## src/rtl/hfb_pkg.sv

```systemverilog
`timescale 1ns / 1ps
`default_nettype none
// ----------------------------------------------------------------------------
// hfb_pkg
// Shared types, line constants and the CRC-16/CCITT-FALSE byte update.
// ----------------------------------------------------------------------------
package hfb_pkg;

    localparam logic [7:0]  FLAG_BYTE = 8'h7E;
    localparam logic [7:0]  ESC_BYTE  = 8'h7D;
    localparam logic [7:0]  ESC_FLAG  = 8'h5E;
    localparam logic [7:0]  ESC_ESC   = 8'h5D;
    localparam logic [15:0] CRC_INIT  = 16'hFFFF;
    localparam logic [15:0] CRC_POLY  = 16'h1021;
    localparam logic [15:0] CRC_TOP   = 16'h8000;

    // one classified frame step, as handed from front to back
    typedef struct packed {
        logic        first;
        logic        pay;
        logic        last;
        logic [7:0]  dst;
        logic [7:0]  src;
        logic [7:0]  cmd;
        logic [7:0]  payload;
        logic [15:0] crc;
    } t_job;

    function automatic logic [15:0] crc_byte(input logic [15:0] crc, input logic [7:0] b);
        logic [15:0] c;
        c = crc ^ {b, 8'h00};
        for (int i = 0; i < 8; i++) begin
            if ((c & CRC_TOP) != 16'h0000) begin
                c = {c[14:0], 1'b0} ^ CRC_POLY;
            end else begin
                c = {c[14:0], 1'b0};
            end
        end
        return c;
    endfunction

endpackage
`default_nettype wire

```

## src/rtl/hfb_front.sv

```systemverilog
`timescale 1ns / 1ps
`default_nettype none
// ----------------------------------------------------------------------------
// hfb_front
// Accepts input beats, tracks the open frame and its CRC, drops beats that
// make no line bytes and queues the rest as jobs for the back end.
// ----------------------------------------------------------------------------
module hfb_front (
    input  wire logic          i_clk,
    input  wire logic          i_rst_n,
    input  wire logic          i_accept,
    input  wire logic          i_first,
    input  wire logic          i_last,
    input  wire logic          i_has_payload,
    input  wire logic [7:0]    i_dst_addr,
    input  wire logic [7:0]    i_src_addr,
    input  wire logic [7:0]    i_command,
    input  wire logic [7:0]    i_payload_byte,
    output logic               o_q_push,
    output hfb_pkg::t_job      o_q_job
);

    logic        r_in_frame, n_in_frame;
    logic [15:0] r_crc, n_crc;
    logic [15:0] base_crc;
    logic [15:0] job_crc;
    logic        keep;

    always_comb begin
        keep       = i_first || r_in_frame;
        base_crc   = i_first ? hfb_pkg::CRC_INIT : r_crc;
        job_crc    = i_has_payload ? hfb_pkg::crc_byte(base_crc, i_payload_byte) : base_crc;
        n_in_frame = r_in_frame;
        n_crc      = r_crc;
        if (i_accept && keep) begin
            n_in_frame = !i_last;
            n_crc      = i_last ? hfb_pkg::CRC_INIT : job_crc;
        end
        o_q_push = i_accept && keep && (i_first || i_has_payload || i_last);
        o_q_job.first   = i_first;
        o_q_job.pay     = i_has_payload;
        o_q_job.last    = i_last;
        o_q_job.dst     = i_dst_addr;
        o_q_job.src     = i_src_addr;
        o_q_job.cmd     = i_command;
        o_q_job.payload = i_payload_byte;
        o_q_job.crc     = job_crc;
    end

    always_ff @(posedge i_clk) begin
        if (!i_rst_n) begin
            r_in_frame <= 1'b0;
            r_crc      <= hfb_pkg::CRC_INIT;
        end else begin
            r_in_frame <= n_in_frame;
            r_crc      <= n_crc;
        end
    end

endmodule
`default_nettype wire

```

## src/rtl/hfb_queue.sv

```systemverilog
`timescale 1ns / 1ps
`default_nettype none
// ----------------------------------------------------------------------------
// hfb_queue
// Short job queue between front and back end.
// ----------------------------------------------------------------------------
module hfb_queue #(
    parameter int DEPTH = 4
) (
    input  wire logic          i_clk,
    input  wire logic          i_rst_n,
    input  wire logic          i_push,
    input  wire hfb_pkg::t_job i_job,
    input  wire logic          i_pop,
    output logic               o_full,
    output logic               o_valid,
    output hfb_pkg::t_job      o_job
);

    localparam int IW = $clog2(DEPTH);
    localparam int CW = $clog2(DEPTH + 1);
    localparam logic [IW-1:0] LAST_IDX = IW'(DEPTH - 1);
    localparam logic [CW-1:0] FULL_CNT = CW'(DEPTH);

    hfb_pkg::t_job r_mem [DEPTH];
    logic [IW-1:0] r_wr, r_rd;
    logic [CW-1:0] r_cnt;
    logic          do_push, do_pop;

    assign o_full  = (r_cnt == FULL_CNT);
    assign o_valid = (r_cnt != '0);
    assign o_job   = r_mem[r_rd];
    assign do_push = i_push && !o_full;
    assign do_pop  = i_pop && o_valid;

    always_ff @(posedge i_clk) begin
        if (do_push) begin
            r_mem[r_wr] <= i_job;
        end
    end

    always_ff @(posedge i_clk) begin
        if (!i_rst_n) begin
            r_wr  <= '0;
            r_rd  <= '0;
            r_cnt <= '0;
        end else begin
            if (do_push) begin
                r_wr <= (r_wr == LAST_IDX) ? '0 : r_wr + 1'b1;
            end
            if (do_pop) begin
                r_rd <= (r_rd == LAST_IDX) ? '0 : r_rd + 1'b1;
            end
            if (do_push && !do_pop) begin
                r_cnt <= r_cnt + 1'b1;
            end else if (do_pop && !do_push) begin
                r_cnt <= r_cnt - 1'b1;
            end
        end
    end

endmodule
`default_nettype wire

```

## src/rtl/hfb_back.sv

```systemverilog
`timescale 1ns / 1ps
`default_nettype none
// ----------------------------------------------------------------------------
// hfb_back
// Walks one job's sections (flag, header, payload, CRC, closing flag), stuffs
// bytes and drives one line byte per unstalled cycle into the output register.
// ----------------------------------------------------------------------------
module hfb_back (
    input  wire logic          i_clk,
    input  wire logic          i_rst_n,
    input  wire logic          i_q_valid,
    input  wire hfb_pkg::t_job i_q_job,
    output logic               o_q_pop,
    input  wire logic          i_pop,
    output logic               o_empty,
    output logic [7:0]         o_line_byte,
    output logic               o_run_last,
    output logic               o_frame_end
);

    typedef enum logic [7:0] {
        S_FLAG = 8'b0000_0001,
        S_DST  = 8'b0000_0010,
        S_SRC  = 8'b0000_0100,
        S_CMD  = 8'b0000_1000,
        S_PAY  = 8'b0001_0000,
        S_CLO  = 8'b0010_0000,
        S_CHI  = 8'b0100_0000,
        S_END  = 8'b1000_0000
    } t_seg;

    hfb_pkg::t_job r_job;
    t_seg          r_seg, n_seg, nxt_seg, start_seg;
    logic          r_busy, r_esc, n_esc;
    logic          r_ov;
    logic [7:0]    r_byte, n_byte;
    logic          r_last, r_end, n_end;
    logic [7:0]    cur;
    logic          is_raw, need_esc, can_emit, step, fin, adv;

    always_comb begin
        case (r_seg)
            S_DST:   cur = r_job.dst;
            S_SRC:   cur = r_job.src;
            S_CMD:   cur = r_job.cmd;
            S_PAY:   cur = r_job.payload;
            S_CLO:   cur = r_job.crc[7:0];
            S_CHI:   cur = r_job.crc[15:8];
            default: cur = hfb_pkg::FLAG_BYTE;
        endcase

        fin     = 1'b0;
        nxt_seg = r_seg;
        case (r_seg)
            S_FLAG:  nxt_seg = S_DST;
            S_DST:   nxt_seg = S_SRC;
            S_SRC:   nxt_seg = S_CMD;
            S_CMD: begin
                if (r_job.pay) begin
                    nxt_seg = S_PAY;
                end else if (r_job.last) begin
                    nxt_seg = S_CLO;
                end else begin
                    fin = 1'b1;
                end
            end
            S_PAY: begin
                if (r_job.last) begin
                    nxt_seg = S_CLO;
                end else begin
                    fin = 1'b1;
                end
            end
            S_CLO:   nxt_seg = S_CHI;
            S_CHI:   nxt_seg = S_END;
            default: fin = 1'b1;
        endcase

        if (i_q_job.first) begin
            start_seg = S_FLAG;
        end else if (i_q_job.pay) begin
            start_seg = S_PAY;
        end else begin
            start_seg = S_CLO;
        end

        is_raw   = (r_seg == S_FLAG) || (r_seg == S_END);
        need_esc = !is_raw && !r_esc &&
                   ((cur == hfb_pkg::FLAG_BYTE) || (cur == hfb_pkg::ESC_BYTE));
        can_emit = !r_ov || i_pop;
        step     = r_busy && can_emit;
        adv      = step && !need_esc;

        n_esc = r_esc;
        n_seg = r_seg;
        if (need_esc) begin
            n_byte = hfb_pkg::ESC_BYTE;
        end else if (r_esc) begin
            n_byte = (cur == hfb_pkg::FLAG_BYTE) ? hfb_pkg::ESC_FLAG : hfb_pkg::ESC_ESC;
        end else begin
            n_byte = cur;
        end
        n_end = (r_seg == S_END);
        if (step) begin
            n_esc = need_esc;
            if (adv) begin
                n_seg = nxt_seg;
            end
        end

        o_q_pop = i_q_valid && (!r_busy || (adv && fin));
    end

    always_ff @(posedge i_clk) begin
        if (!i_rst_n) begin
            r_busy <= 1'b0;
            r_esc  <= 1'b0;
            r_seg  <= S_FLAG;
            r_ov   <= 1'b0;
        end else begin
            if (can_emit) begin
                r_ov <= step;
            end
            if (o_q_pop) begin
                r_busy <= 1'b1;
                r_seg  <= start_seg;
                r_esc  <= 1'b0;
            end else begin
                if (adv && fin) begin
                    r_busy <= 1'b0;
                end
                r_seg <= n_seg;
                r_esc <= n_esc;
            end
        end
    end

    always_ff @(posedge i_clk) begin
        if (o_q_pop) begin
            r_job <= i_q_job;
        end
        if (can_emit) begin
            r_byte <= n_byte;
            r_last <= adv && fin;
            r_end  <= n_end;
        end
    end

    assign o_empty     = !r_ov;
    assign o_line_byte = r_byte;
    assign o_run_last  = r_last;
    assign o_frame_end = r_end;

endmodule
`default_nettype wire

```

## src/rtl/hdlc_frame_builder.sv

```systemverilog
`timescale 1ns / 1ps
`default_nettype none
// ----------------------------------------------------------------------------
// hdlc_frame_builder
// Byte-stuffing frame builder with a CRC-16/CCITT-FALSE trailer.
// ----------------------------------------------------------------------------
// The block sends one line byte per clock while pop keeps up. An input beat
// makes one or two line bytes for its payload byte (two when the byte is
// stuffed), up to fourteen for a beat that opens and closes a frame. The
// output stage, one byte per cycle, sets the pace; the front folds a payload
// byte into the CRC in the cycle it is accepted, and a queue of DEPTH jobs
// lets input beats arrive while earlier bytes are still leaving. Beats that
// make no line bytes are accepted but not queued.
// ----------------------------------------------------------------------------
module hdlc_frame_builder #(
    parameter int DEPTH = 4
) (
    input  wire logic       i_clk,
    input  wire logic       i_rst_n,
    input  wire logic       push,
    output logic            full,
    input  wire logic       i_first,
    input  wire logic       i_last,
    input  wire logic       i_has_payload,
    input  wire logic [7:0] i_dst_addr,
    input  wire logic [7:0] i_src_addr,
    input  wire logic [7:0] i_command,
    input  wire logic [7:0] i_payload_byte,
    output logic            empty,
    input  wire logic       pop,
    output logic [7:0]      o_line_byte,
    output logic            o_run_last,
    output logic            o_frame_end
);

    logic          q_push, q_pop, q_full, q_valid;
    hfb_pkg::t_job q_in_job, q_out_job;

    assign full = q_full;

    hfb_front u_front (
        .i_clk          (i_clk),
        .i_rst_n        (i_rst_n),
        .i_accept       (push && !q_full),
        .i_first        (i_first),
        .i_last         (i_last),
        .i_has_payload  (i_has_payload),
        .i_dst_addr     (i_dst_addr),
        .i_src_addr     (i_src_addr),
        .i_command      (i_command),
        .i_payload_byte (i_payload_byte),
        .o_q_push       (q_push),
        .o_q_job        (q_in_job)
    );

    hfb_queue #(
        .DEPTH (DEPTH)
    ) u_queue (
        .i_clk   (i_clk),
        .i_rst_n (i_rst_n),
        .i_push  (q_push),
        .i_job   (q_in_job),
        .i_pop   (q_pop),
        .o_full  (q_full),
        .o_valid (q_valid),
        .o_job   (q_out_job)
    );

    hfb_back u_back (
        .i_clk       (i_clk),
        .i_rst_n     (i_rst_n),
        .i_q_valid   (q_valid),
        .i_q_job     (q_out_job),
        .o_q_pop     (q_pop),
        .i_pop       (pop),
        .o_empty     (empty),
        .o_line_byte (o_line_byte),
        .o_run_last  (o_run_last),
        .o_frame_end (o_frame_end)
    );

endmodule
`default_nettype wire

```

## config.mk

```make
export PLATFORM = sky130hd
export DESIGN_NAME = hdlc_frame_builder
export DESIGN_NICKNAME = d
export VERILOG_FILES = /design/src/rtl/hfb_pkg.sv /design/src/rtl/hfb_front.sv /design/src/rtl/hfb_queue.sv /design/src/rtl/hfb_back.sv /design/src/rtl/hdlc_frame_builder.sv
export SDC_FILE = /design/constraint.sdc
export NUM_CORES = 1
export LEC_CHECK = 0
export BUFFER_PORTS_ARGS = -buffer_cell sky130_fd_sc_hd__buf_2
export CELL_PAD_IN_SITES_DETAIL_PLACEMENT = 0
export CELL_PAD_IN_SITES_GLOBAL_PLACEMENT = 1
export CORE_MARGIN = 8
export CORE_UTILIZATION = 57
export DETAILED_ROUTE_END_ITERATION = 8
export PLACE_DENSITY_LB_ADDON = 0.1
export SLEW_MARGIN = 20
export SYNTH_ARGS = -nofsm -noshare
export SYNTH_HDL_FRONTEND = slang
export SYNTH_HIERARCHICAL = 1
export SYNTH_SLANG_ARGS = --single-unit
```

## constraint.sdc

```tcl
create_clock -name i_clk -period 9.5 [get_ports i_clk]
set_input_delay 0.95 -clock i_clk [delete_from_list [all_inputs] [get_ports i_clk]]
set_output_delay 0.95 -clock i_clk [all_outputs]
set_load 0.01 [all_outputs]
```

==> run summary <==
DIE HEIGHT - 165 um
Setup violations, final - 0
H-tree depth - 1
Max_cap viols - 0
Worst-Skew Late Latency - 0.55 ns
Vias in the first global route - 6839
Routability cong. - 0.826
Actual slew at the worst max-slew pin - 0.976 ns
I/O Buffers - 50
Final net count - 833
Slowest-stage cell, CP - nor4_1
# rows - 54
Remaining Overflow, GRT - 0
CTS Buffer Depth - 3
DRC violations left - 0
Tcrit/Tclk final - 0.512
DR pass1 iterations - 5
Largest net degree at the start of global routing - 53
Initial DRC count - 399
Post-route total power - 3.85 mW
# clock sinks - 301
Clk_skew - 0.00972 ns
Post-Route WL - 25.0 mm
P&R area growth vs syn - 9.35%
Relative slew margins - 0.344
Post-synth top flop - edfxtp_1
Peak supply drop - 0.000152 V
Yosys top cell area share - 0.628
Post-Syn Nets - 814
Area of the mapped netlist - 12600 um2
Share of layout cells above drive strength 1 - 0.238
Setup tns final - 0 ns
Slew Viols, Final - 0
Buffers & Inverters on Critical Path - 3
CP max FO - 52
Power Density - 279 nW/um2
EDFF count, synth - 264
Core Region - 21800 um2
Wire length per cell - 22.9 um
CP startpoint kind - flip-flop
Hold WS - 0.481 ns
Initial antenna violation count - 0
GRT Total Usage - 0.190
CP most frequent cell - and3_1
Full die area - 27200 um2
WP data required - 9.96 ns
Hold_buf cts - 0
Vias - 6541
Clk slew on worst S/H paths - 0.07 ns
Top cells by area, synth - edfxtp_1 63%, mux4_2 8.9%, dfxtp_1 5.9%
Min cycle time layout - 4.86 ns
Leakage - 4.49 nW
Via density - 5.99
FFs w/ async S/R, synth - 0
# resized after CTS - 0
Fmax - 0.206 GHz
Synth Register Bits - 301
Endpoint class of the critical path - flip-flop
Synth Area per Inst - 16.4 um2
Status - finished, final reports clean
Hpwl dp - 16.2 mm
DP Area - 12700 um2
RSZ-0062 raised after global routing - no
First-pass GRT wire length - 39.1 mm
Initial Utilization - 0.580
Cells after DPL - 1034
Yosys warns - 6
Post-synth cell types - 74
Tightest Hold Check Type - reg2reg
Final Hold Fails - 0
N_diodes - 0
Worst path arrival time - 5.33 ns
Cells after Synth - 768
Register area share after synthesis - 0.687
Setup CP Type - reg2reg
Detail Route Antenna Nets - 0
Die width - 165 um
Most frequent cell after synthesis - edfxtp_1
Setup Fix Bufs, Post-CTS - 0
Leading area contributor after synthesis - edfxtp_1
Fin cells - 1092
Max incr delay on CP - 0.85 ns
IO Count - 51
CTS Buf Count - 31
Synth top cells by count - 264 x edfxtp_1, 50 x mux4_2, 42 x nor2_1
CTS root buf - clkbuf_16
CP delay by family, top - simple AND/OR/NAND/NOR gates
Final Cell Area - 13800 um2
CTS tree - yes
Cell Chain, Critical Path - nor4_1, and3_1, a22oi_1, and3_1, o21ai_2, nand4b_4, nand2_1, and2_2, inv_2, buf_4, o31ai_1, ha_1, inv_1, fa_1, xor2_1, or3_1, a21boi_0
[cell type report]
cell class,instances,area [um2]
Clock buffer,37,828
Clock inverter,21,230
Fill cell,1565,7950
Inverter,13,48.8
Multi-Input combinational cell,383,3370
Sequential cell,301,8670
Tap cell,280,350
Timing Repair Buffer,57,303
[cell families after synthesis]
kind of cell	after synthesis	share of synthesized area
muxes	58	0.0980
AOI/OAI and AO/OA	113	0.0600
buffers and inverters	84	0.0468
adders and majority gates	7	0.00753
and+or+nand+nor	173	0.0759
xor gates and xnor gates	32	0.0250
DFF	301	0.687
[state kept, by name, indices dropped and copies added (netlist names), named ones only]
signal / count
u_queue/r_mem: 204
u_back/r_job: 50
u_front/r_crc: 16
u_back/o_line_byte: 8
u_back/r_seg: 8
u_queue/r_cnt: 3
u_queue/r_rd: 2
u_queue/r_wr: 2
u_back/o_frame_end: 1
u_back/o_run_last: 1
u_back/r_busy: 1
u_back/r_esc: 1
u_back/r_ov: 1
u_front/r_in_frame: 1
[tightest hold or removal path: stages (launching register included)]
cell	delay [ns]
dfxtp_1	0.32
a21oi_1	0.04
nor2_1	0.08
[path summary, 6_finish.rpt]
path / from / endpoint / slack, ns / cells past startpoint
setup / recovery: u_back/r_seg[6]$_SDFFE_PN0P_ / u_queue/r_cnt[2]$_SDFFE_PN0P_ / 4.64 / 17
hold / removal: u_front/r_in_frame$_SDFFE_PN0P_ / u_front/r_in_frame$_SDFFE_PN0P_ / 0.48 / 2
setup reg to reg: u_back/r_seg[6]$_SDFFE_PN0P_ / u_queue/r_cnt[2]$_SDFFE_PN0P_ / 4.64 / 17
hold reg to reg: u_front/r_in_frame$_SDFFE_PN0P_ / u_front/r_in_frame$_SDFFE_PN0P_ / 0.48 / 2
[metal layers]
layer,vias to the layer above,global-route usage,wire length [um]
li1,2984,-,-
met1,3318,0.259,10900
met2,181,0.306,12200
met3,58,0.0242,1100
met4,0,0.0774,879
met5,-,0,0
[per-stage QoR]
| stage | util | worst slack [ns] |
|---|---|---|
| finish | 0.634 | 4.64 |
| detailed placement | 0.586 | 4.69 |
| global placement | 0.586 | 4.83 |
| floorplan | - | 5.41 |
| CTS | 0.634 | 4.65 |
| global route | 0.634 | 4.21 |
[layout by cell type (no fill, tap or decap), types with 3 or more instances in the layout]
cell type	count
a211oi_1	3
a21o_1	3
a21oi_1	28
a221o_1	4
a22oi_1	13
a2bb2oi_1	4
a31oi_1	3
and2_1	3
and2_2	6
and3_1	5
buf_2	50
buf_4	7
bufinv_16	4
clkbuf_1	3
clkbuf_16	31
clkbuf_8	3
clkinv_2	6
clkinvlp_4	5
dfxtp_1	35
edfxtp_1	264
ha_1	6
inv_1	12
mux2i_1	4
mux4_2	50
nand2_1	41
nand2b_1	9
nand3_1	9
nor2_1	42
nor2_2	3
nor2b_1	8
nor3_1	11
nor3b_1	3
nor4_1	3
o21a_1	6
o21ai_0	13
o22ai_1	17
or2_2	3
or3_1	10
xnor2_1	23
xor2_1	6
[power by group]
group | internal, mW | switching [mW]
logic | 0.284 | 0.475
registers | 1.74 | 0.124
clock network | 0.733 | 0.491
total | 2.76 | 1.09
No activity file was read; power rests on OpenSTA's default activity.
